[src/design/lsp_pkg.sv]
package lsp_pkg;

    // Default stack depth in words
    localparam int STACK_DEPTH_DEF = 8;

    // Word width of a stack entry
    localparam int WORD_W = 32;

    // Input command codes
    localparam logic [1:0] CMD_PUSH = 2'd0;
    localparam logic [1:0] CMD_POP  = 2'd1;
    localparam logic [1:0] CMD_PAL  = 2'd2;
    localparam logic [1:0] CMD_DUMP = 2'd3;

    // Result status codes
    localparam logic [1:0] ST_OK       = 2'd0;
    localparam logic [1:0] ST_OVERFLOW = 2'd1;
    localparam logic [1:0] ST_EMPTY    = 2'd2;

    // Kind of result beat the datapath loads into its output register
    localparam logic [2:0] EMIT_PUSH_OK  = 3'd0;
    localparam logic [2:0] EMIT_OVERFLOW = 3'd1;
    localparam logic [2:0] EMIT_EMPTY    = 3'd2;
    localparam logic [2:0] EMIT_POP      = 3'd3;
    localparam logic [2:0] EMIT_PAL_TRUE = 3'd4;
    localparam logic [2:0] EMIT_PAL_FALSE = 3'd5;
    localparam logic [2:0] EMIT_DUMP     = 3'd6;

    // Controller to datapath commands
    typedef struct packed {
        logic       do_push;    // write value on top, count up
        logic       rd_top;     // read top word, count down
        logic       pal_init;   // low pointer to bottom, high pointer to top
        logic       pal_step;   // move both pointers inward
        logic       dump_init;  // walk pointer to top
        logic       dump_step;  // walk pointer down one
        logic       emit;       // load a result beat
        logic [2:0] emit_kind;
    } lsp_ctl_t;

    // Datapath to controller status
    typedef struct packed {
        logic full;
        logic empty;
        logic ptrs_met;   // low pointer at or past high pointer
        logic rd_match;   // both read words equal
        logic ptr_zero;   // walk pointer at bottom entry
    } lsp_stat_t;

endpackage

[src/design/lifo_stack_with_palindrome_check.sv]
// Channel   Handshake                    Payload
// -------   --------------------------   -------------------------------------------
// command   start / busy                 cmd, value
// result    result_strobe (one cycle)    status, data, position, is_palindrome,
//                                        depth_now, last
//
// A command beat is taken when start is high and busy is low; each result beat
// shows for one cycle, starting the cycle after the edge that produced it.
// Push: a push may follow every cycle. Pop: registered RAM read.
// Palindrome: compares word pairs from both ends (two RAM read ports) and ends at
// the first pair that differs; dump: one beat per entry.
// Pop, palindrome or dump on an empty stack is answered from idle.
// Reset (rst_n low, async) empties the stack; store contents are not cleared.
// The receiver cannot stall; a beat is lost if not taken in its cycle.
module lifo_stack_with_palindrome_check #(
    parameter int STACK_DEPTH = lsp_pkg::STACK_DEPTH_DEF
) (
    input  logic               clk,
    input  logic               rst_n,
    input  logic               start,
    output logic               busy,
    input  logic [1:0]         cmd,
    input  logic signed [31:0] value,
    output logic               result_strobe,
    output logic [1:0]         status,
    output logic signed [31:0] data,
    output logic [2:0]         position,
    output logic               is_palindrome,
    output logic [3:0]         depth_now,
    output logic               last
);

    lsp_pkg::lsp_ctl_t  ctl;
    lsp_pkg::lsp_stat_t stat;

    lsp_ctrl u_ctrl (
        .clk   (clk),
        .rst_n (rst_n),
        .start (start),
        .cmd   (cmd),
        .busy  (busy),
        .ctl   (ctl),
        .stat  (stat)
    );

    lsp_dpath #(
        .STACK_DEPTH (STACK_DEPTH)
    ) u_dpath (
        .clk           (clk),
        .rst_n         (rst_n),
        .value         (value),
        .ctl           (ctl),
        .stat          (stat),
        .result_strobe (result_strobe),
        .status        (status),
        .data          (data),
        .position      (position),
        .is_palindrome (is_palindrome),
        .depth_now     (depth_now),
        .last          (last)
    );

    // Push onto a full stack reports overflow in the next cycle
    a_push_overflow: assert property (@(posedge clk) disable iff (!rst_n)
        (start && !busy && cmd == lsp_pkg::CMD_PUSH && stat.full)
        |=> (result_strobe && status == lsp_pkg::ST_OVERFLOW && last))
        else $error("push on full stack did not report overflow");

    // Pop of a non-empty stack stays busy with no beat in S_POP, then delivers its word
    a_pop_latency: assert property (@(posedge clk) disable iff (!rst_n)
        (start && !busy && cmd == lsp_pkg::CMD_POP && !stat.empty)
        |=> (busy && !result_strobe) ##1 (result_strobe && status == lsp_pkg::ST_OK))
        else $error("pop result missing or late");

    // A non-final beat only comes from a dump still in progress
    a_not_last_busy: assert property (@(posedge clk) disable iff (!rst_n)
        (result_strobe && !last) |-> busy)
        else $error("non-final result beat with controller idle");

    // The store is never written past its top
    a_no_write_full: assert property (@(posedge clk) disable iff (!rst_n)
        ctl.do_push |-> !stat.full)
        else $error("write to full stack");

endmodule

[src/design/lsp_ram.sv]
module lsp_ram #(
    parameter int WIDTH = 32,
    parameter int DEPTH = 8
) (
    input  logic                                    clk,
    input  logic                                    we,
    input  logic [(DEPTH > 1 ? $clog2(DEPTH) : 1)-1:0] waddr,
    input  logic [WIDTH-1:0]                        wdata,
    input  logic [(DEPTH > 1 ? $clog2(DEPTH) : 1)-1:0] raddr_a,
    output logic [WIDTH-1:0]                        rdata_a,
    input  logic [(DEPTH > 1 ? $clog2(DEPTH) : 1)-1:0] raddr_b,
    output logic [WIDTH-1:0]                        rdata_b
);

    logic [WIDTH-1:0] mem [DEPTH];

    // One write port, two registered read ports
    always_ff @(posedge clk)
    begin
        if (we)
        begin
            mem[waddr] <= wdata;
        end
        rdata_a <= mem[raddr_a];
        rdata_b <= mem[raddr_b];
    end

endmodule

[src/design/lsp_ctrl.sv]
module lsp_ctrl (
    input  logic              clk,
    input  logic              rst_n,
    input  logic              start,
    input  logic [1:0]        cmd,
    output logic              busy,
    output lsp_pkg::lsp_ctl_t ctl,
    input  lsp_pkg::lsp_stat_t stat
);

    localparam logic [2:0] S_IDLE     = 3'd0;
    localparam logic [2:0] S_POP      = 3'd1;
    localparam logic [2:0] S_PAL_RD   = 3'd2;
    localparam logic [2:0] S_PAL_CMP  = 3'd3;
    localparam logic [2:0] S_DUMP_RD  = 3'd4;
    localparam logic [2:0] S_DUMP_OUT = 3'd5;

    logic [2:0] state_reg;
    logic [2:0] state_next;

    assign busy = (state_reg != S_IDLE);

    // State register
    always_ff @(posedge clk or negedge rst_n)
    begin
        if (!rst_n)
        begin
            state_reg <= S_IDLE;
        end
        else
        begin
            state_reg <= state_next;
        end
    end

    // Next state and commands
    always_comb
    begin
        state_next = state_reg;
        ctl        = '0;
        unique case (state_reg)
            S_IDLE:
            begin
                if (start)
                begin
                    unique case (cmd)
                        lsp_pkg::CMD_PUSH:
                        begin
                            ctl.emit = 1'b1;
                            if (stat.full)
                            begin
                                ctl.emit_kind = lsp_pkg::EMIT_OVERFLOW;
                            end
                            else
                            begin
                                ctl.do_push   = 1'b1;
                                ctl.emit_kind = lsp_pkg::EMIT_PUSH_OK;
                            end
                        end
                        lsp_pkg::CMD_POP:
                        begin
                            if (stat.empty)
                            begin
                                ctl.emit      = 1'b1;
                                ctl.emit_kind = lsp_pkg::EMIT_EMPTY;
                            end
                            else
                            begin
                                ctl.rd_top = 1'b1;
                                state_next = S_POP;
                            end
                        end
                        lsp_pkg::CMD_PAL:
                        begin
                            if (stat.empty)
                            begin
                                ctl.emit      = 1'b1;
                                ctl.emit_kind = lsp_pkg::EMIT_PAL_TRUE;
                            end
                            else
                            begin
                                ctl.pal_init = 1'b1;
                                state_next   = S_PAL_RD;
                            end
                        end
                        lsp_pkg::CMD_DUMP:
                        begin
                            if (stat.empty)
                            begin
                                ctl.emit      = 1'b1;
                                ctl.emit_kind = lsp_pkg::EMIT_EMPTY;
                            end
                            else
                            begin
                                ctl.dump_init = 1'b1;
                                state_next    = S_DUMP_RD;
                            end
                        end
                    endcase
                end
            end
            S_POP:
            begin
                ctl.emit      = 1'b1;
                ctl.emit_kind = lsp_pkg::EMIT_POP;
                state_next    = S_IDLE;
            end
            // pointers address the RAM here; words arrive in S_PAL_CMP
            S_PAL_RD:
            begin
                if (stat.ptrs_met)
                begin
                    ctl.emit      = 1'b1;
                    ctl.emit_kind = lsp_pkg::EMIT_PAL_TRUE;
                    state_next    = S_IDLE;
                end
                else
                begin
                    state_next = S_PAL_CMP;
                end
            end
            S_PAL_CMP:
            begin
                if (!stat.rd_match)
                begin
                    ctl.emit      = 1'b1;
                    ctl.emit_kind = lsp_pkg::EMIT_PAL_FALSE;
                    state_next    = S_IDLE;
                end
                else
                begin
                    ctl.pal_step = 1'b1;
                    state_next   = S_PAL_RD;
                end
            end
            S_DUMP_RD:
            begin
                state_next = S_DUMP_OUT;
            end
            S_DUMP_OUT:
            begin
                ctl.emit      = 1'b1;
                ctl.emit_kind = lsp_pkg::EMIT_DUMP;
                if (stat.ptr_zero)
                begin
                    state_next = S_IDLE;
                end
                else
                begin
                    ctl.dump_step = 1'b1;
                    state_next    = S_DUMP_RD;
                end
            end
            default:
            begin
                state_next = S_IDLE;
            end
        endcase
    end

endmodule

[src/design/lsp_dpath.sv]
module lsp_dpath #(
    parameter int STACK_DEPTH = lsp_pkg::STACK_DEPTH_DEF
) (
    input  logic                      clk,
    input  logic                      rst_n,
    input  logic signed [31:0]        value,
    input  lsp_pkg::lsp_ctl_t         ctl,
    output lsp_pkg::lsp_stat_t        stat,
    output logic                      result_strobe,
    output logic [1:0]                status,
    output logic signed [31:0]        data,
    output logic [2:0]                position,
    output logic                      is_palindrome,
    output logic [3:0]                depth_now,
    output logic                      last
);

    localparam int AW = (STACK_DEPTH > 1) ? $clog2(STACK_DEPTH) : 1;
    localparam int CW = $clog2(STACK_DEPTH + 1);
    localparam logic [CW-1:0] FULL_COUNT = CW'(STACK_DEPTH);

    logic [CW-1:0] count_reg;
    logic [CW-1:0] count_next;
    logic [AW-1:0] ptr_a_reg;
    logic [AW-1:0] ptr_a_next;
    logic [AW-1:0] ptr_b_reg;
    logic [AW-1:0] ptr_b_next;
    logic [CW-1:0] count_m1;
    logic [AW-1:0] top_addr;
    logic [AW-1:0] raddr_a;
    logic [31:0]   rd_a;
    logic [31:0]   rd_b;
    logic [31:0]   cnt_ext;
    logic [31:0]   pos_ext;

    logic          strobe_reg;
    logic [1:0]    status_reg;
    logic [1:0]    status_next;
    logic [31:0]   data_reg;
    logic [31:0]   data_next;
    logic [2:0]    position_reg;
    logic [2:0]    position_next;
    logic          pal_reg;
    logic          pal_next;
    logic [3:0]    depth_reg;
    logic          last_reg;
    logic          last_next;

    assign count_m1 = count_reg - CW'(1);
    assign top_addr = count_m1[AW-1:0];

    // Entry count and walk pointers
    always_comb
    begin
        count_next = count_reg;
        if (ctl.do_push)
        begin
            count_next = count_reg + CW'(1);
        end
        else if (ctl.rd_top)
        begin
            count_next = count_m1;
        end

        ptr_a_next = ptr_a_reg;
        ptr_b_next = ptr_b_reg;
        priority if (ctl.pal_init)
        begin
            ptr_a_next = '0;
            ptr_b_next = top_addr;
        end
        else if (ctl.dump_init)
        begin
            ptr_a_next = top_addr;
        end
        else if (ctl.pal_step)
        begin
            ptr_a_next = ptr_a_reg + AW'(1);
            ptr_b_next = ptr_b_reg - AW'(1);
        end
        else if (ctl.dump_step)
        begin
            ptr_a_next = ptr_a_reg - AW'(1);
        end
    end

    always_ff @(posedge clk or negedge rst_n)
    begin
        if (!rst_n)
        begin
            count_reg <= '0;
        end
        else
        begin
            count_reg <= count_next;
        end
    end

    always_ff @(posedge clk)
    begin
        ptr_a_reg <= ptr_a_next;
        ptr_b_reg <= ptr_b_next;
    end

    // Stack store
    assign raddr_a = ctl.rd_top ? top_addr : ptr_a_reg;

    lsp_ram #(
        .WIDTH (lsp_pkg::WORD_W),
        .DEPTH (STACK_DEPTH)
    ) u_store (
        .clk     (clk),
        .we      (ctl.do_push),
        .waddr   (count_reg[AW-1:0]),
        .wdata   (value),
        .raddr_a (raddr_a),
        .rdata_a (rd_a),
        .raddr_b (ptr_b_reg),
        .rdata_b (rd_b)
    );

    // Status to controller
    assign stat.full     = (count_reg == FULL_COUNT);
    assign stat.empty    = (count_reg == '0);
    assign stat.ptrs_met = (ptr_a_reg >= ptr_b_reg);
    assign stat.rd_match = (rd_a == rd_b);
    assign stat.ptr_zero = (ptr_a_reg == '0);

    // Result beat fields
    assign cnt_ext = 32'(count_next);
    assign pos_ext = 32'(ptr_a_reg);

    always_comb
    begin
        status_next   = lsp_pkg::ST_OK;
        data_next     = '0;
        position_next = '0;
        pal_next      = 1'b0;
        last_next     = 1'b1;
        unique case (ctl.emit_kind)
            lsp_pkg::EMIT_PUSH_OK:
            begin
            end
            lsp_pkg::EMIT_OVERFLOW:
            begin
                status_next = lsp_pkg::ST_OVERFLOW;
            end
            lsp_pkg::EMIT_EMPTY:
            begin
                status_next = lsp_pkg::ST_EMPTY;
            end
            lsp_pkg::EMIT_POP:
            begin
                data_next = rd_a;
            end
            lsp_pkg::EMIT_PAL_TRUE:
            begin
                pal_next = 1'b1;
            end
            lsp_pkg::EMIT_PAL_FALSE:
            begin
            end
            lsp_pkg::EMIT_DUMP:
            begin
                data_next     = rd_a;
                position_next = pos_ext[2:0];
                last_next     = stat.ptr_zero;
            end
            default:
            begin
            end
        endcase
    end

    // Output register: strobe is control, the rest payload
    always_ff @(posedge clk or negedge rst_n)
    begin
        if (!rst_n)
        begin
            strobe_reg <= 1'b0;
        end
        else
        begin
            strobe_reg <= ctl.emit;
        end
    end

    always_ff @(posedge clk)
    begin
        if (ctl.emit)
        begin
            status_reg   <= status_next;
            data_reg     <= data_next;
            position_reg <= position_next;
            pal_reg      <= pal_next;
            depth_reg    <= cnt_ext[3:0];
            last_reg     <= last_next;
        end
    end

    assign result_strobe = strobe_reg;
    assign status        = status_reg;
    assign data          = $signed(data_reg);
    assign position      = position_reg;
    assign is_palindrome = pal_reg;
    assign depth_now     = depth_reg;
    assign last          = last_reg;

endmodule
[config.mk]
export PLATFORM = sky130hd
export DESIGN_NAME = lifo_stack_with_palindrome_check
export DESIGN_NICKNAME = d
export VERILOG_FILES = /design/src/design/lsp_pkg.sv /design/src/design/lifo_stack_with_palindrome_check.sv /design/src/design/lsp_ram.sv /design/src/design/lsp_ctrl.sv /design/src/design/lsp_dpath.sv
export SDC_FILE = /design/constraint.sdc
export NUM_CORES = 1
export LEC_CHECK = 0
export BUFFER_PORTS_ARGS = -buffer_cell sky130_fd_sc_hd__buf_2
export CAP_MARGIN = 0
export CELL_PAD_IN_SITES_DETAIL_PLACEMENT = 1
export CELL_PAD_IN_SITES_GLOBAL_PLACEMENT = 2
export CORE_UTILIZATION = 46
export DETAILED_ROUTE_END_ITERATION = 8
export PLACE_DENSITY = 0.81
export SYNTH_ARGS = -nofsm -noshare
export SYNTH_HDL_FRONTEND = slang
export SYNTH_HIERARCHICAL = 1
export SYNTH_SLANG_ARGS = --single-unit
[constraint.sdc]
create_clock -name clk -period 12 [get_ports clk]
set_input_delay 2.4 -clock clk [delete_from_list [all_inputs] [get_ports clk]]
set_output_delay 2.4 -clock clk [all_outputs]
set_load 0.03 [all_outputs]
==> impl_results.rst, run 1 <==
.. list-table::
   :header-rows: 1

   * - Metric
     - Value
   * - DR WL/cell
     - 24.92 um
   * - Synth warnings
     - 6
   * - Endpoint of the worst setup timing path
     - u_dpath/u_store/rdata_a[22]
   * - Number of violations reported at the end of detailed-routing iteration 0
     - 505
   * - Detailed-router iteration count before antenna repair
     - 5
   * - Met2 routing resource usage after global routing
     - between 30% and 40%
   * - Met1 usage in global routing
     - approximately 25%
   * - Arrival @ worst endpoint
     - 5.92 ns
   * - Final setup skew
     - 0.01555 ns
   * - Normalized max-slew margin
     - a little under two fifths
   * - Cts bufs inserted
     - 41
   * - Number of instances in the synthesized netlist
     - 823
   * - Switch share
     - 30.56%
   * - Async set-reset flop share out of synthesis
     - approximately 2.1%
   * - Detailed Place HPWL
     - 19.59 mm
   * - Post-route fraction of the period consumed by the critical path
     - 45.85%
   * - Total global routing overflow
     - 0
   * - Remaining DRCs
     - 0
   * - Power share of the sequential group
     - 41.8%
   * - Average vias per placed instance
     - roughly 5.7
   * - PostCTS Resize Cnt
     - 0
   * - Worst skew pair latency
     - 0.54 ns
   * - Most congested layer reported by global routing
     - met2
   * - Outcome
     - finished, final reports clean
   * - Clock-pin transition on the worst setup and hold timing paths
     - 0.06 ns
   * - Proportion of synthesized chip area in sequential cells
     - ~65%
   * - Synthesized net count
     - 871
   * - Pin count of the biggest net entering global routing
     - 66
   * - Transition time at the pin with the least slew margin
     - 0.9349 ns
   * - Via count
     - ~8000
   * - Clock net sink count
     - 377
   * - Register with the highest flop count
     - u_dpath/u_store/mem
   * - Count of endpoints failing setup in the final report
     - 0
   * - Count of nets left with antenna violations after detail routing
     - 0
   * - Post-placement cell area
     - 0.01717 sq mm
   * - Nature of the critical path startpoint
     - primary input
   * - Critical register-to-register path endpoint
     - u_dpath/u_store/rdata_a[22]
   * - Pleak
     - 6.608 nW
   * - Timing startpoint of the critical path
     - start
   * - Number of storage elements in the synthesis netlist
     - 377
   * - Final design area excluding fillers
     - 0.01854 sq mm
   * - Number of global-route vias before repair
     - 8659
   * - Unrepaired setup endpoints after global routing
     - no
   * - Post-CTS setup repair buffer count
     - 0
   * - Slew Viols, Final
     - 0
   * - DIE AREA
     - 0.03610 sq mm
   * - Number of antenna diodes
     - 0
   * - Chip Height
     - 190.0 um
   * - Internal
     - roughly 2.9 mW
   * - Number of I/O port buffers
     - 81
   * - Number of I/O pins
     - 82
   * - CTS tree
     - built
   * - Wire length of the first global-routing pass
     - 52.18 mm
   * - Largest fanout on the critical path
     - 33
   * - Layout cell share with drive strength beyond 1
     - 31.13%
   * - Placeable Area
     - 0.03463 sq mm
   * - Distinct cell type count after synthesis
     - 50
   * - Number of buffers inserted for hold repair after clock tree synthesis
     - 0
   * - Hold Fails Final Rpt
     - 0
   * - Worst R2R Setup Slack
     - 7.52 ns
   * - Std cell rows
     - 68
   * - Depth of the CTS H-tree
     - 2
   * - Mean cell area of the mapped netlist
     - just under 20 sq um
   * - Switching pwr
     - 1.255 mW
   * - R2R cell count
     - 11
   * - Maximum buffer depth of the clock tree
     - 3
   * - Beginning of the worst register-to-register path
     - u_dpath/count_reg[0]
   * - Fmax
     - around 0.18 GHz
   * - Category of the critical setup timing path
     - primary input to register
   * - Area growth from synthesis to layout
     - 14.00%
   * - Share of total power in combinational logic
     - a little over a quarter
   * - CTS root buffer
     - sky130_fd_sc_hd__clkbuf_16
   * - Tot GR Track Use
     - about a fifth
   * - Initial Util
     - a little under half
   * - Initial antenna violation count
     - 3
   * - Most used DFF post-synth
     - sky130_fd_sc_hd__edfxtp_1
   * - Largest vdd supply drop
     - 0.1615 mV
   * - PwrDens
     - about 220 mW/mm^2
   * - Part of the total power dissipated in the clock network
     - 30.8%
   * - Post-layout minimum cycle time
     - 5.502 ns
   * - Worst Hold Class
     - register to register
   * - Horizontal die dimension
     - 190.0 um
   * - Routability congestion estimate
     - 0.7147
   * - Number of synthesized flops with an enable pin
     - 302
   * - Req. time, crit path
     - approximately 12 ns
   * - Crit. End Element
     - register
   * - Fin nets
     - 968
   * - Netlist area before placement
     - 0.01626 sq mm
   * - End-of-flow core utilization
     - 53.53%
   * - Number of flip-flops in the largest register
     - 256
   * - Max-capacitance violation count
     - 0
   * - Global routing met3 resource utilization
     - approximately 3.3%
   * - Setup TNS
     - 0 ns
   * - WL final
     - 35.04 mm
==> logic make-up (layout without fill, tap and decap cells) <==
group,Yosys count,after routing,synth area share [%]
xor+xnor,39,39,2.147
buf+inv,58,186,2.185
simple gates,114,114,4.055
flops,377,377,65.26
fa+ha+maj,11,11,0.8927
mux,196,196,24.26
compound gates,28,28,1.200
==> critical path: stages <==
cell and delay, ns:
sky130_fd_sc_hd__buf_2 0.08, sky130_fd_sc_hd__or3b_4 0.38, sky130_fd_sc_hd__nor3_1 0.25, sky130_fd_sc_hd__and2_1 0.47
sky130_fd_sc_hd__nor2_1 0.13, sky130_fd_sc_hd__a21oi_4 0.12, sky130_fd_sc_hd__buf_4 0.51, sky130_fd_sc_hd__buf_4 0.61
sky130_fd_sc_hd__mux4_1 0.63, sky130_fd_sc_hd__mux2_2 0.29
==> how the worst min path moves through the flow <==
stage / startpoint / to / slack (ns) / cells after the start
detailed placement: u_dpath/count_reg[3] / u_dpath/count_reg[3] / 0.51 / 1
global placement: u_dpath/count_reg[3] / u_dpath/count_reg[3] / 0.52 / 1
global route: u_dpath/count_reg[3] / u_dpath/count_reg[3] / 0.54 / 1
floorplan: u_dpath/count_reg[3] / u_dpath/count_reg[3] / 0.48 / 1
CTS: u_dpath/count_reg[3] / u_dpath/count_reg[3] / 0.52 / 1
finish: u_dpath/count_reg[3] / u_dpath/count_reg[3] / 0.52 / 1
==> power groups by stage <==
stage	combinational, mW	clock [mW]	sequential, mW
2_1_floorplan	0.718	0	1.84
3_3_place_gp	1.12	0	1.74
3_5_place_dp	1.14	0	1.75
4_1_cts	1.15	1.29	1.72
5_1_grt	1.21	1.33	1.73
6_report	1.13	1.27	1.72
==> synth_stat cells (all sizes together) (8+ instances only) <==
master / n / area share [%]
ha: 10 / 0.77
dfrtp: 8 / 1.2
edfxtp: 302 / 56
dfxtp: 67 / 8.2
nor2: 20 / 0.46
nor4: 9 / 0.35
clkbuf: 8 / 0.18
inv: 12 / 0.28
nand2: 12 / 0.28
buf: 38 / 1.7
and3: 32 / 1.2
mux4: 128 / 20
mux2: 65 / 4.5
xor2: 35 / 1.9
==> per-layer routing <==
metal  wire, um  vias up  part of all wire (%)
li1           -     3615                     -
met5         31        -                 0.088
met3       1457       59                   4.2
met4        612        6                   1.7
met1      14290     4198                    41
met2      18650      176                    53
==> final cells by class <==
cell class,count,area (sq um)
multi-input combinational,388,5396
timing repair buffer,100,548.0
inverter,12,45.04
sequential,377,10610
tap,455,569.3
clock buffer,56,1165
clock inverter,18,201.4
fill,3055,16090
==> per-stage QoR <==
stage / cells / hold slack, ns / total power [mW] / worst slack [ns]
detailed placement: 1332 / 0.5098 / 2.886 / 5.906
floorplan: 823 / 0.4767 / 2.558 / 6.048
finish: 1406 / 0.5184 / 4.109 / 6.498
global placement: 1332 / 0.5168 / 2.858 / 6.014
CTS: 1406 / 0.5196 / 4.152 / 6.470
global route: 1406 / 0.5406 / 4.279 / 6.227
==> cell usage in the layout (no fill, tap or decap), drive strengths merged, types with 7 or more instances in the layout <==
cell type and count:
xor2 35, clkbuf 56, nand2 12, clkinv 11
nor2 20, nor3b 7, ha 10, mux4 128
dfxtp 67, edfxtp 302, o21ai 7, nor4 9
mux2 65, buf 100, and2 7, dfrtp 8
inv 13, nand2b 7, and3 32
No activity file was read; power rests on OpenSTA's default activity.
==> run 2, diff against run 1 <==
- ABC_AREA: not set -> 1
- CORE_UTILIZATION: 46 -> 38
- PLACE_DENSITY: 0.81 -> 0.84
- clock period: 12 -> 5.8 ns (I/O delays scaled with it)
==> impl_results.rst, run 2 <==
.. list-table::
   :header-rows: 1

   * - Metric
     - Value
   * - Outcome
     - finished, final reports clean
   * - CTS root buffer
     - sky130_fd_sc_hd__clkbuf_16
   * - Pleak
     - 9.884 nW
   * - Netlist area before placement
     - 0.01850 sq mm
   * - Number of violations reported at the end of detailed-routing iteration 0
     - ~730
   * - Slowest Stage Delay on Critical Path
     - 0.74 ns
   * - Most used cells in the layout excluding fill and tap cells
     - sky130_fd_sc_hd__nand2_1 (970), sky130_fd_sc_hd__inv_1 (344), sky130_fd_sc_hd__edfxtp_1 (302)
   * - Remaining DRCs
     - 0
   * - Hold Fails Final Rpt
     - 0
   * - Largest area contributor in the netlist
     - sky130_fd_sc_hd__edfxtp_1
   * - CTS tree
     - built
   * - Pin count of the biggest net entering global routing
     - 129
   * - Critical register-to-register path endpoint
     - u_dpath/u_store/rdata_a[14]
   * - Post-CTS setup repair buffer count
     - 0
   * - Wire length of the first global-routing pass
     - 85.59 mm
   * - Cell occurring most often along the worst timing path
     - sky130_fd_sc_hd__nand2_1
   * - Most used DFF post-synth
     - sky130_fd_sc_hd__edfxtp_1
   * - Post-placement cell area
     - slightly below 0.02 sq mm
   * - Detailed-router iteration count before antenna repair
     - 5
   * - Routability congestion estimate
     - ~0.79
   * - Horizontal die dimension
     - 222.7 um
   * - Clock net sink count
     - 377
   * - Max-capacitance violation count
     - 0
   * - WL final
     - 55.03 mm
   * - Final setup skew
     - 0.01767 ns
   * - Global routing met3 resource utilization
     - 3.332%
   * - Maximum buffer depth of the clock tree
     - 3
   * - Area growth from synthesis to layout
     - 12.04%
   * - Count of endpoints failing setup in the final report
     - 0
   * - Chip Height
     - about 220 um
   * - Met2 routing resource usage after global routing
     - 38.91%
   * - Depth of the CTS H-tree
     - 2
   * - Arrival @ worst endpoint
     - 4.29 ns
   * - Count of nets left with antenna violations after detail routing
     - 0
   * - Worst R2R Setup Slack
     - 1.97 ns
   * - Crit. End Element
     - register
   * - Final design area excluding fillers
     - 0.02073 sq mm
   * - Number of global-route vias before repair
     - 15040
   * - Synthesized net count
     - 2276
   * - Transition time at the pin with the least slew margin
     - 1.051 ns
   * - Commonest non-fill, non-tap cell in the layout
     - sky130_fd_sc_hd__nand2_1
   * - PostCTS Resize Cnt
     - 0
   * - Part of the total power dissipated in the clock network
     - 27.1%
   * - Number of flip-flops in the largest register
     - 256
   * - PwrDens
     - 474.2 mW/mm^2
   * - Switch share
     - between 30% and 40%
   * - Distinct cell type count after synthesis
     - 35
   * - Post-layout minimum cycle time
     - 3.827 ns
   * - Number of buffers inserted for hold repair after clock tree synthesis
     - 0
   * - Beginning of the worst register-to-register path
     - u_dpath/count_reg[0]
   * - Worst Hold Class
     - primary input to async pin
   * - Std cell rows
     - 80
   * - Largest vdd supply drop
     - roughly 0.44 mV
   * - Fmax
     - 0.2613 GHz
   * - Unrepaired setup endpoints after global routing
     - no
   * - Worst skew pair latency
     - 0.58 ns
   * - Area contributors post-synth
     - sky130_fd_sc_hd__edfxtp_1 (49%), sky130_fd_sc_hd__nand2_1 (20%), sky130_fd_sc_hd__nand3_1 (7.4%)
   * - Timing startpoint of the critical path
     - u_dpath/count_reg[0]
   * - Internal
     - 5.910 mW
   * - Number of I/O pins
     - 82
   * - Tot GR Track Use
     - 22.74%
   * - Average vias per placed instance
     - slightly below 5
   * - Pwr Total
     - 9.830 mW
   * - DR WL/cell
     - 18.76 um
   * - Placeable Area
     - between 0.04 and 0.05 sq mm
   * - Detailed Place HPWL
     - 31.43 mm
   * - Normalized max-slew margin
     - 29.93%
   * - Post-synth top area share
     - between 40% and 50%
   * - Via count
     - 14460
   * - Synth warnings
     - 6
   * - Setup TNS
     - 0 ns
   * - Top-count cell post-synth
     - sky130_fd_sc_hd__nand2_1
   * - Cts bufs inserted
     - 44
   * - Number of I/O port buffers
     - 81
   * - Worst-path cell with the longest stage delay
     - sky130_fd_sc_hd__inv_4
   * - Register with the highest flop count
     - u_dpath/u_store/mem
   * - Number of instances in the synthesized netlist
     - 2228
   * - Mean cell area of the mapped netlist
     - 8.304 sq um
   * - Clock-pin transition on the worst setup and hold timing paths
     - around 0.060 ns
   * - Number of storage elements in the synthesis netlist
     - 377
   * - Req. time, crit path
     - 6.27 ns
   * - R2R cell count
     - 14
   * - Category of the critical setup timing path
     - register to register
   * - Fin nets
     - 2328
   * - Layout cell share with drive strength beyond 1
     - 10.41%
   * - Async set-reset flop share out of synthesis
     - 2.122%
   * - Initial Util
     - between 30% and 40%
   * - Largest fanout on the critical path
     - 75
   * - Proportion of synthesized chip area in sequential cells
     - 57.35%
   * - Nature of the critical path startpoint
     - register
   * - Initial antenna violation count
     - 4
   * - Switching pwr
     - 3.920 mW
   * - Power share of the sequential group
     - 37.0%
   * - Endpoint of the worst setup timing path
     - u_dpath/u_store/rdata_a[14]
   * - Slew Viols, Final
     - 0
   * - Number of synthesized flops with an enable pin
     - between 300 and 400
   * - DIE AREA
     - 0.04958 sq mm
   * - CP Cell Sequence
     - inv_1 > ha_1 > nand2_1 > nor2_1 > or2_2 > nor2_1 > o21ai_4 > inv_4 > buf_12 > nand2_1 > nand3_1 > nand2_1 > nand2_1 > nand2_1
   * - Post-route fraction of the period consumed by the critical path
     - 65.98%
   * - Met1 usage in global routing
     - between 20% and 30%
   * - Most congested layer reported by global routing
     - met2
   * - Total global routing overflow
     - 0
   * - Post-synth top cells
     - sky130_fd_sc_hd__nand2_1 (970), sky130_fd_sc_hd__inv_1 (344), sky130_fd_sc_hd__edfxtp_1 (302)
   * - Share of total power in combinational logic
     - 35.9%
==> run 2: cells by family after synthesis <==
family | count (synthesis) | share of synthesized area (%)
xor gates and xnor gates | 6 | 0.2840
adders and majority gates | 11 | 0.7845
AOI/OAI and AO/OA | 23 | 0.6695
and+or+nand+nor | 1345 | 29.95
DFF | 377 | 57.35
buffers and inverters | 466 | 10.96
==> run 2: power by group through the flow <==
stage	combinational, mW	clock, mW	sequential (mW)
floorplan	2.22	0	3.98
global placement	3.48	0	3.68
detailed placement	3.55	0	3.69
CTS	3.57	2.74	3.64
global route	3.92	2.82	3.68
finish	3.53	2.66	3.64
==> run 2: cell type report <==
cell class / instances / area [sq um]
Antenna cell: 2 / 5.005
Clock buffer: 62 / 1251
Sequential cell: 377 / 10610
Clock inverter: 20 / 128.9
Timing Repair Buffer: 106 / 618.1
Fill cell: 5721 / 27120
Inverter: 366 / 1384
Tap cell: 615 / 769.5
Multi-Input combinational cell: 1385 / 5962
==> run 2: layer usage <==
layer  up-vias  routed length [um]
li1       7001                   -
met1      7050               24250
met2       289               26800
met3       116                2150
met4         6                1789
met5         -                  44
==> run 2: critical path: cells and delay by family (launching register included) <==
family / cells / cell delay, ns
simple gates: 9 / 1.53
flops: 1 / 0.48
compound gates: 1 / 0.16
buf+inv: 3 / 1.23
fa+ha+maj: 1 / 0.23
==> run 2: worst min path at each step <==
stage | start | to | slack [ns] | depth (start not counted)
floorplan | u_dpath/count_reg[3] | u_dpath/count_reg[3] | 0.48 | 1
detailed placement | u_dpath/count_reg[3] | u_dpath/count_reg[3] | 0.50 | 1
finish | rst_n | u_ctrl/state_reg[2] | 0.43 | 1
CTS | rst_n | u_ctrl/state_reg[2] | 0.40 | 1
global placement | u_dpath/count_reg[3] | u_dpath/count_reg[3] | 0.50 | 1
global route | rst_n | u_ctrl/state_reg[2] | 0.42 | 1
==> run 2: stage by stage <==
stage / worst slack (ns) / hold WS (ns) / utilization, % / cells
final: 1.973 / 0.4303 / 43.32 / 2933
after global routing: 1.676 / 0.4183 / 43.32 / 2932
after CTS: 1.972 / 0.4024 / 43.31 / 2931
after detailed placement: 1.750 / 0.4998 / 40.43 / 2849
after global placement: 1.859 / 0.5028 / 40.43 / 2849
after floorplan: 2.169 / 0.4762 / - / 2228
==> run 3, diff against run 2 <==
- CORE_UTILIZATION: 38 -> 34
- PLACE_DENSITY: 0.84 -> 0.8
- clock period: 5.8 -> 3.5 ns (I/O delays scaled with it)
==> impl_results.rst, run 3 (synthesis gave the netlist of run 2 again) <==
.. list-table::
   :header-rows: 1

   * - Metric
     - Value
   * - Slowest Stage Delay on Critical Path
     - between 0.4 and 0.5 ns
   * - Crit. End Element
     - register
   * - Switch share
     - 39.48%
   * - Pin count of the biggest net entering global routing
     - 131
   * - Number of I/O port buffers
     - 81
   * - Worst-path cell with the longest stage delay
     - sky130_fd_sc_hd__dfrtp_1
   * - CP Cell Sequence
     - inv_1 > ha_1 > nand2_1 > nor2_1 > or2_2 > nor2_1 > buf_4 > inv_2 > nor2_1 > inv_2 > o21ai_4 > buf_12 > nand2_1 > nand3_1 > nand2_1 > nand2_1 > nand2_1
   * - Worst Hold Class
     - primary input to register
   * - Commonest non-fill, non-tap cell in the layout
     - sky130_fd_sc_hd__nand2_1
   * - Average vias per placed instance
     - 4.830
   * - Arrival @ worst endpoint
     - 3.49 ns
   * - Horizontal die dimension
     - 235.3 um
   * - Detailed Place HPWL
     - 32.82 mm
   * - Wire length of the first global-routing pass
     - 88.19 mm
   * - Total placed cells including tap cells
     - 2942
   * - Category of the critical setup timing path
     - register to register
   * - Total global routing overflow
     - 0
   * - Transition time at the pin with the least slew margin
     - 0.8577 ns
   * - Req. time, crit path
     - roughly 4 ns
   * - Number of I/O pins
     - 82
   * - Most used cells in the layout excluding fill and tap cells
     - sky130_fd_sc_hd__nand2_1 (970), sky130_fd_sc_hd__inv_1 (344), sky130_fd_sc_hd__edfxtp_1 (302)
   * - Normalized max-slew margin
     - 42.82%
   * - Register with the highest flop count
     - u_dpath/u_store/mem
   * - Detailed-router iteration count before antenna repair
     - 7
   * - Maximum buffer depth of the clock tree
     - 3
   * - Worst Hold End
     - u_dpath/u_store/mem[5][6]
   * - Worst skew pair latency
     - around 0.58 ns
   * - Beginning of the worst register-to-register path
     - u_dpath/count_reg[0]
   * - R2R cell count
     - 17
   * - WL final
     - 56.91 mm
   * - Kind of cell adding the most delay to the critical path
     - simple AND/OR/NAND/NOR gates
   * - Number of violations reported at the end of detailed-routing iteration 0
     - between 800 and 900
   * - CTS root buffer
     - sky130_fd_sc_hd__clkbuf_16
   * - Final Instance Count excl. Fillers
     - between 3000 and 4000
   * - Outcome
     - finished, final reports clean
   * - Post-layout minimum cycle time
     - 3.030 ns
   * - Number of buffers inserted for hold repair after clock tree synthesis
     - 1
   * - Critical register-to-register path endpoint
     - u_dpath/u_store/rdata_a[28]
   * - Std cell rows
     - 85
   * - Via count
     - approximately 15000
   * - Power share of the sequential group
     - between 30% and 40%
   * - Pleak
     - 10.03 nW
   * - Switching pwr
     - approximately 6.6 mW
   * - Hold Fails Final Rpt
     - 0
   * - Post-CTS setup repair buffer count
     - 0
   * - Unrepaired setup endpoints after global routing
     - no
   * - DR WL/cell
     - between 15 and 20 um
   * - Part of the total power dissipated in the clock network
     - between 20 and 30%
   * - Final setup skew
     - 0.02080 ns
   * - Count of endpoints failing setup in the final report
     - 0
   * - CTS tree
     - built
   * - Share of total power in combinational logic
     - 36.3%
   * - Placeable Area
     - roughly 0.054 sq mm
   * - Internal
     - between 10 and 15 mW
   * - Initial antenna violation count
     - 4
   * - Remaining DRCs
     - 0
   * - Cts bufs inserted
     - 45
   * - Nature of the critical path startpoint
     - register
   * - Depth of the CTS H-tree
     - 2
   * - PwrDens
     - 794.5 mW/mm^2
   * - Largest vdd supply drop
     - between 0.4 and 0.5 mV
   * - Chip Height
     - between 200 and 250 um
   * - Pwr Total
     - 16.80 mW
   * - Number of global-route vias before repair
     - 15510
   * - Largest fanout on the critical path
     - 100
   * - Layout cell share with drive strength beyond 1
     - 10.91%
   * - Slew Viols, Final
     - 0
   * - Critical path buffer and inverter count
     - 5
   * - Post-route fraction of the period consumed by the critical path
     - 86.58%
   * - Cell occurring most often along the worst timing path
     - sky130_fd_sc_hd__nand2_1
   * - Count of nets left with antenna violations after detail routing
     - 0
   * - Worst Min Path Start
     - value[6]
   * - Clock net sink count
     - 377
   * - Worst R2R Setup Slack
     - 0.47 ns
   * - Number of stages on the worst hold path
     - 1
   * - Area growth from synthesis to layout
     - 14.32%
   * - Initial Util
     - 34.38%
   * - Clock-pin transition on the worst setup and hold timing paths
     - 0.06 ns
   * - PostCTS Resize Cnt
     - 0
   * - Fin nets
     - approximately 2300
   * - Routability congestion estimate
     - 0.7892
   * - DIE AREA
     - 0.05535 sq mm
   * - Fmax
     - 0.3300 GHz
   * - Number of flip-flops in the largest register
     - 256
   * - Tot GR Track Use
     - 20.84%
   * - Setup TNS
     - 0 ns
   * - Max-capacitance violation count
     - 0
-- run 3: cell types whose count changed in the layout (fill, tap and decap cells not counted) --
cell                            change
sky130_fd_sc_hd__buf_12            +12
sky130_fd_sc_hd__bufinv_16          +5
sky130_fd_sc_hd__clkbuf_8           -2
sky130_fd_sc_hd__inv_2              +2
sky130_fd_sc_hd__clkbuf_1           -1
sky130_fd_sc_hd__clkbuf_16          -1
sky130_fd_sc_hd__clkinv_1           -1
sky130_fd_sc_hd__clkinv_2           -1
sky130_fd_sc_hd__clkinv_4           -1
sky130_fd_sc_hd__clkinv_8           -1
sky130_fd_sc_hd__clkinvlp_4         +1
sky130_fd_sc_hd__diode_2            +1
sky130_fd_sc_hd__dlygate4sd3_1      +1
sky130_fd_sc_hd__inv_4              -1
-- run 3: how the worst max path moves through the flow --
stage,startpoint,to,slack (ns),depth (start not counted)
2_1_floorplan,cmd[0],u_dpath/u_store/mem[1][0],0.33,6
3_3_place_gp,u_dpath/count_reg[0],u_dpath/u_store/rdata_a[11],0.60,17
3_5_place_dp,u_dpath/count_reg[0],u_dpath/u_store/rdata_a[28],0.53,17
4_1_cts,u_dpath/count_reg[0],u_dpath/u_store/rdata_a[28],0.49,17
5_1_grt,u_dpath/count_reg[0],u_dpath/u_store/rdata_a[11],0.16,17
6_report,u_dpath/count_reg[0],u_dpath/u_store/rdata_a[28],0.47,17
-- run 3: worst register-to-register path, cell delays in order, from the launching register on --
cell                      delay [ns]
sky130_fd_sc_hd__dfrtp_1        0.47
sky130_fd_sc_hd__inv_1          0.12
sky130_fd_sc_hd__ha_1           0.24
sky130_fd_sc_hd__nand2_1        0.12
sky130_fd_sc_hd__nor2_1         0.08
sky130_fd_sc_hd__or2_2          0.32
sky130_fd_sc_hd__nor2_1         0.11
sky130_fd_sc_hd__buf_4          0.20
sky130_fd_sc_hd__inv_2          0.07
sky130_fd_sc_hd__nor2_1         0.11
sky130_fd_sc_hd__inv_2          0.07
sky130_fd_sc_hd__o21ai_4        0.09
sky130_fd_sc_hd__buf_12         0.45
sky130_fd_sc_hd__nand2_1        0.17
sky130_fd_sc_hd__nand3_1        0.11
sky130_fd_sc_hd__nand2_1        0.06
sky130_fd_sc_hd__nand2_1        0.07
sky130_fd_sc_hd__nand2_1        0.07
-- run 3: routing by layer --
| metal | vias up | track usage (%) | part of all wire, % |
|---|---|---|---|
| met1 | 7183 | 26.32 | 45 |
| met5 | - | 0 | 0.026 |
| met4 | 2 | 7.506 | 3.0 |
| met3 | 109 | 3.131 | 4.2 |
| met2 | 287 | 36.13 | 48 |
| li1 | 7038 | - | - |
-- run 3: final cells by class --
cell class / count / area (sq um)
clock inverter: 23 / 257.7
multi-input combinational: 1385 / 5962
tap: 696 / 870.8
sequential: 377 / 10610
fill: 6390 / 32660
antenna: 3 / 7.507
timing repair buffer: 119 / 868.3
clock buffer: 58 / 1195
inverter: 366 / 1380
-- run 3: power groups by stage --
stage / Sequential, mW / Clock [mW] / Combinational [mW]
after CTS: 6.04 / 4.80 / 6.17
after global routing: 6.12 / 4.95 / 6.78
after global placement: 6.10 / 0 / 6.03
after detailed placement: 6.13 / 0 / 6.14
final: 6.03 / 4.68 / 6.10
after floorplan: 6.60 / 0 / 3.69
-- run 3: through the flow --
| stage | util, % | hold slack, ns | worst slack, ns | area [sq um] |
|---|---|---|---|---|
| floorplan | - | 0.4044 | 0.3285 | 18500 |
| global placement | 36.57 | 0.5206 | 0.6030 | 19680 |
| detailed placement | 36.57 | 0.5343 | 0.5268 | 19680 |
| CTS | 39.29 | 0.3630 | 0.4856 | 21140 |
| global route | 39.30 | 0.3973 | 0.1616 | 21150 |
| finish | 39.30 | 0.3968 | 0.4696 | 21150 |
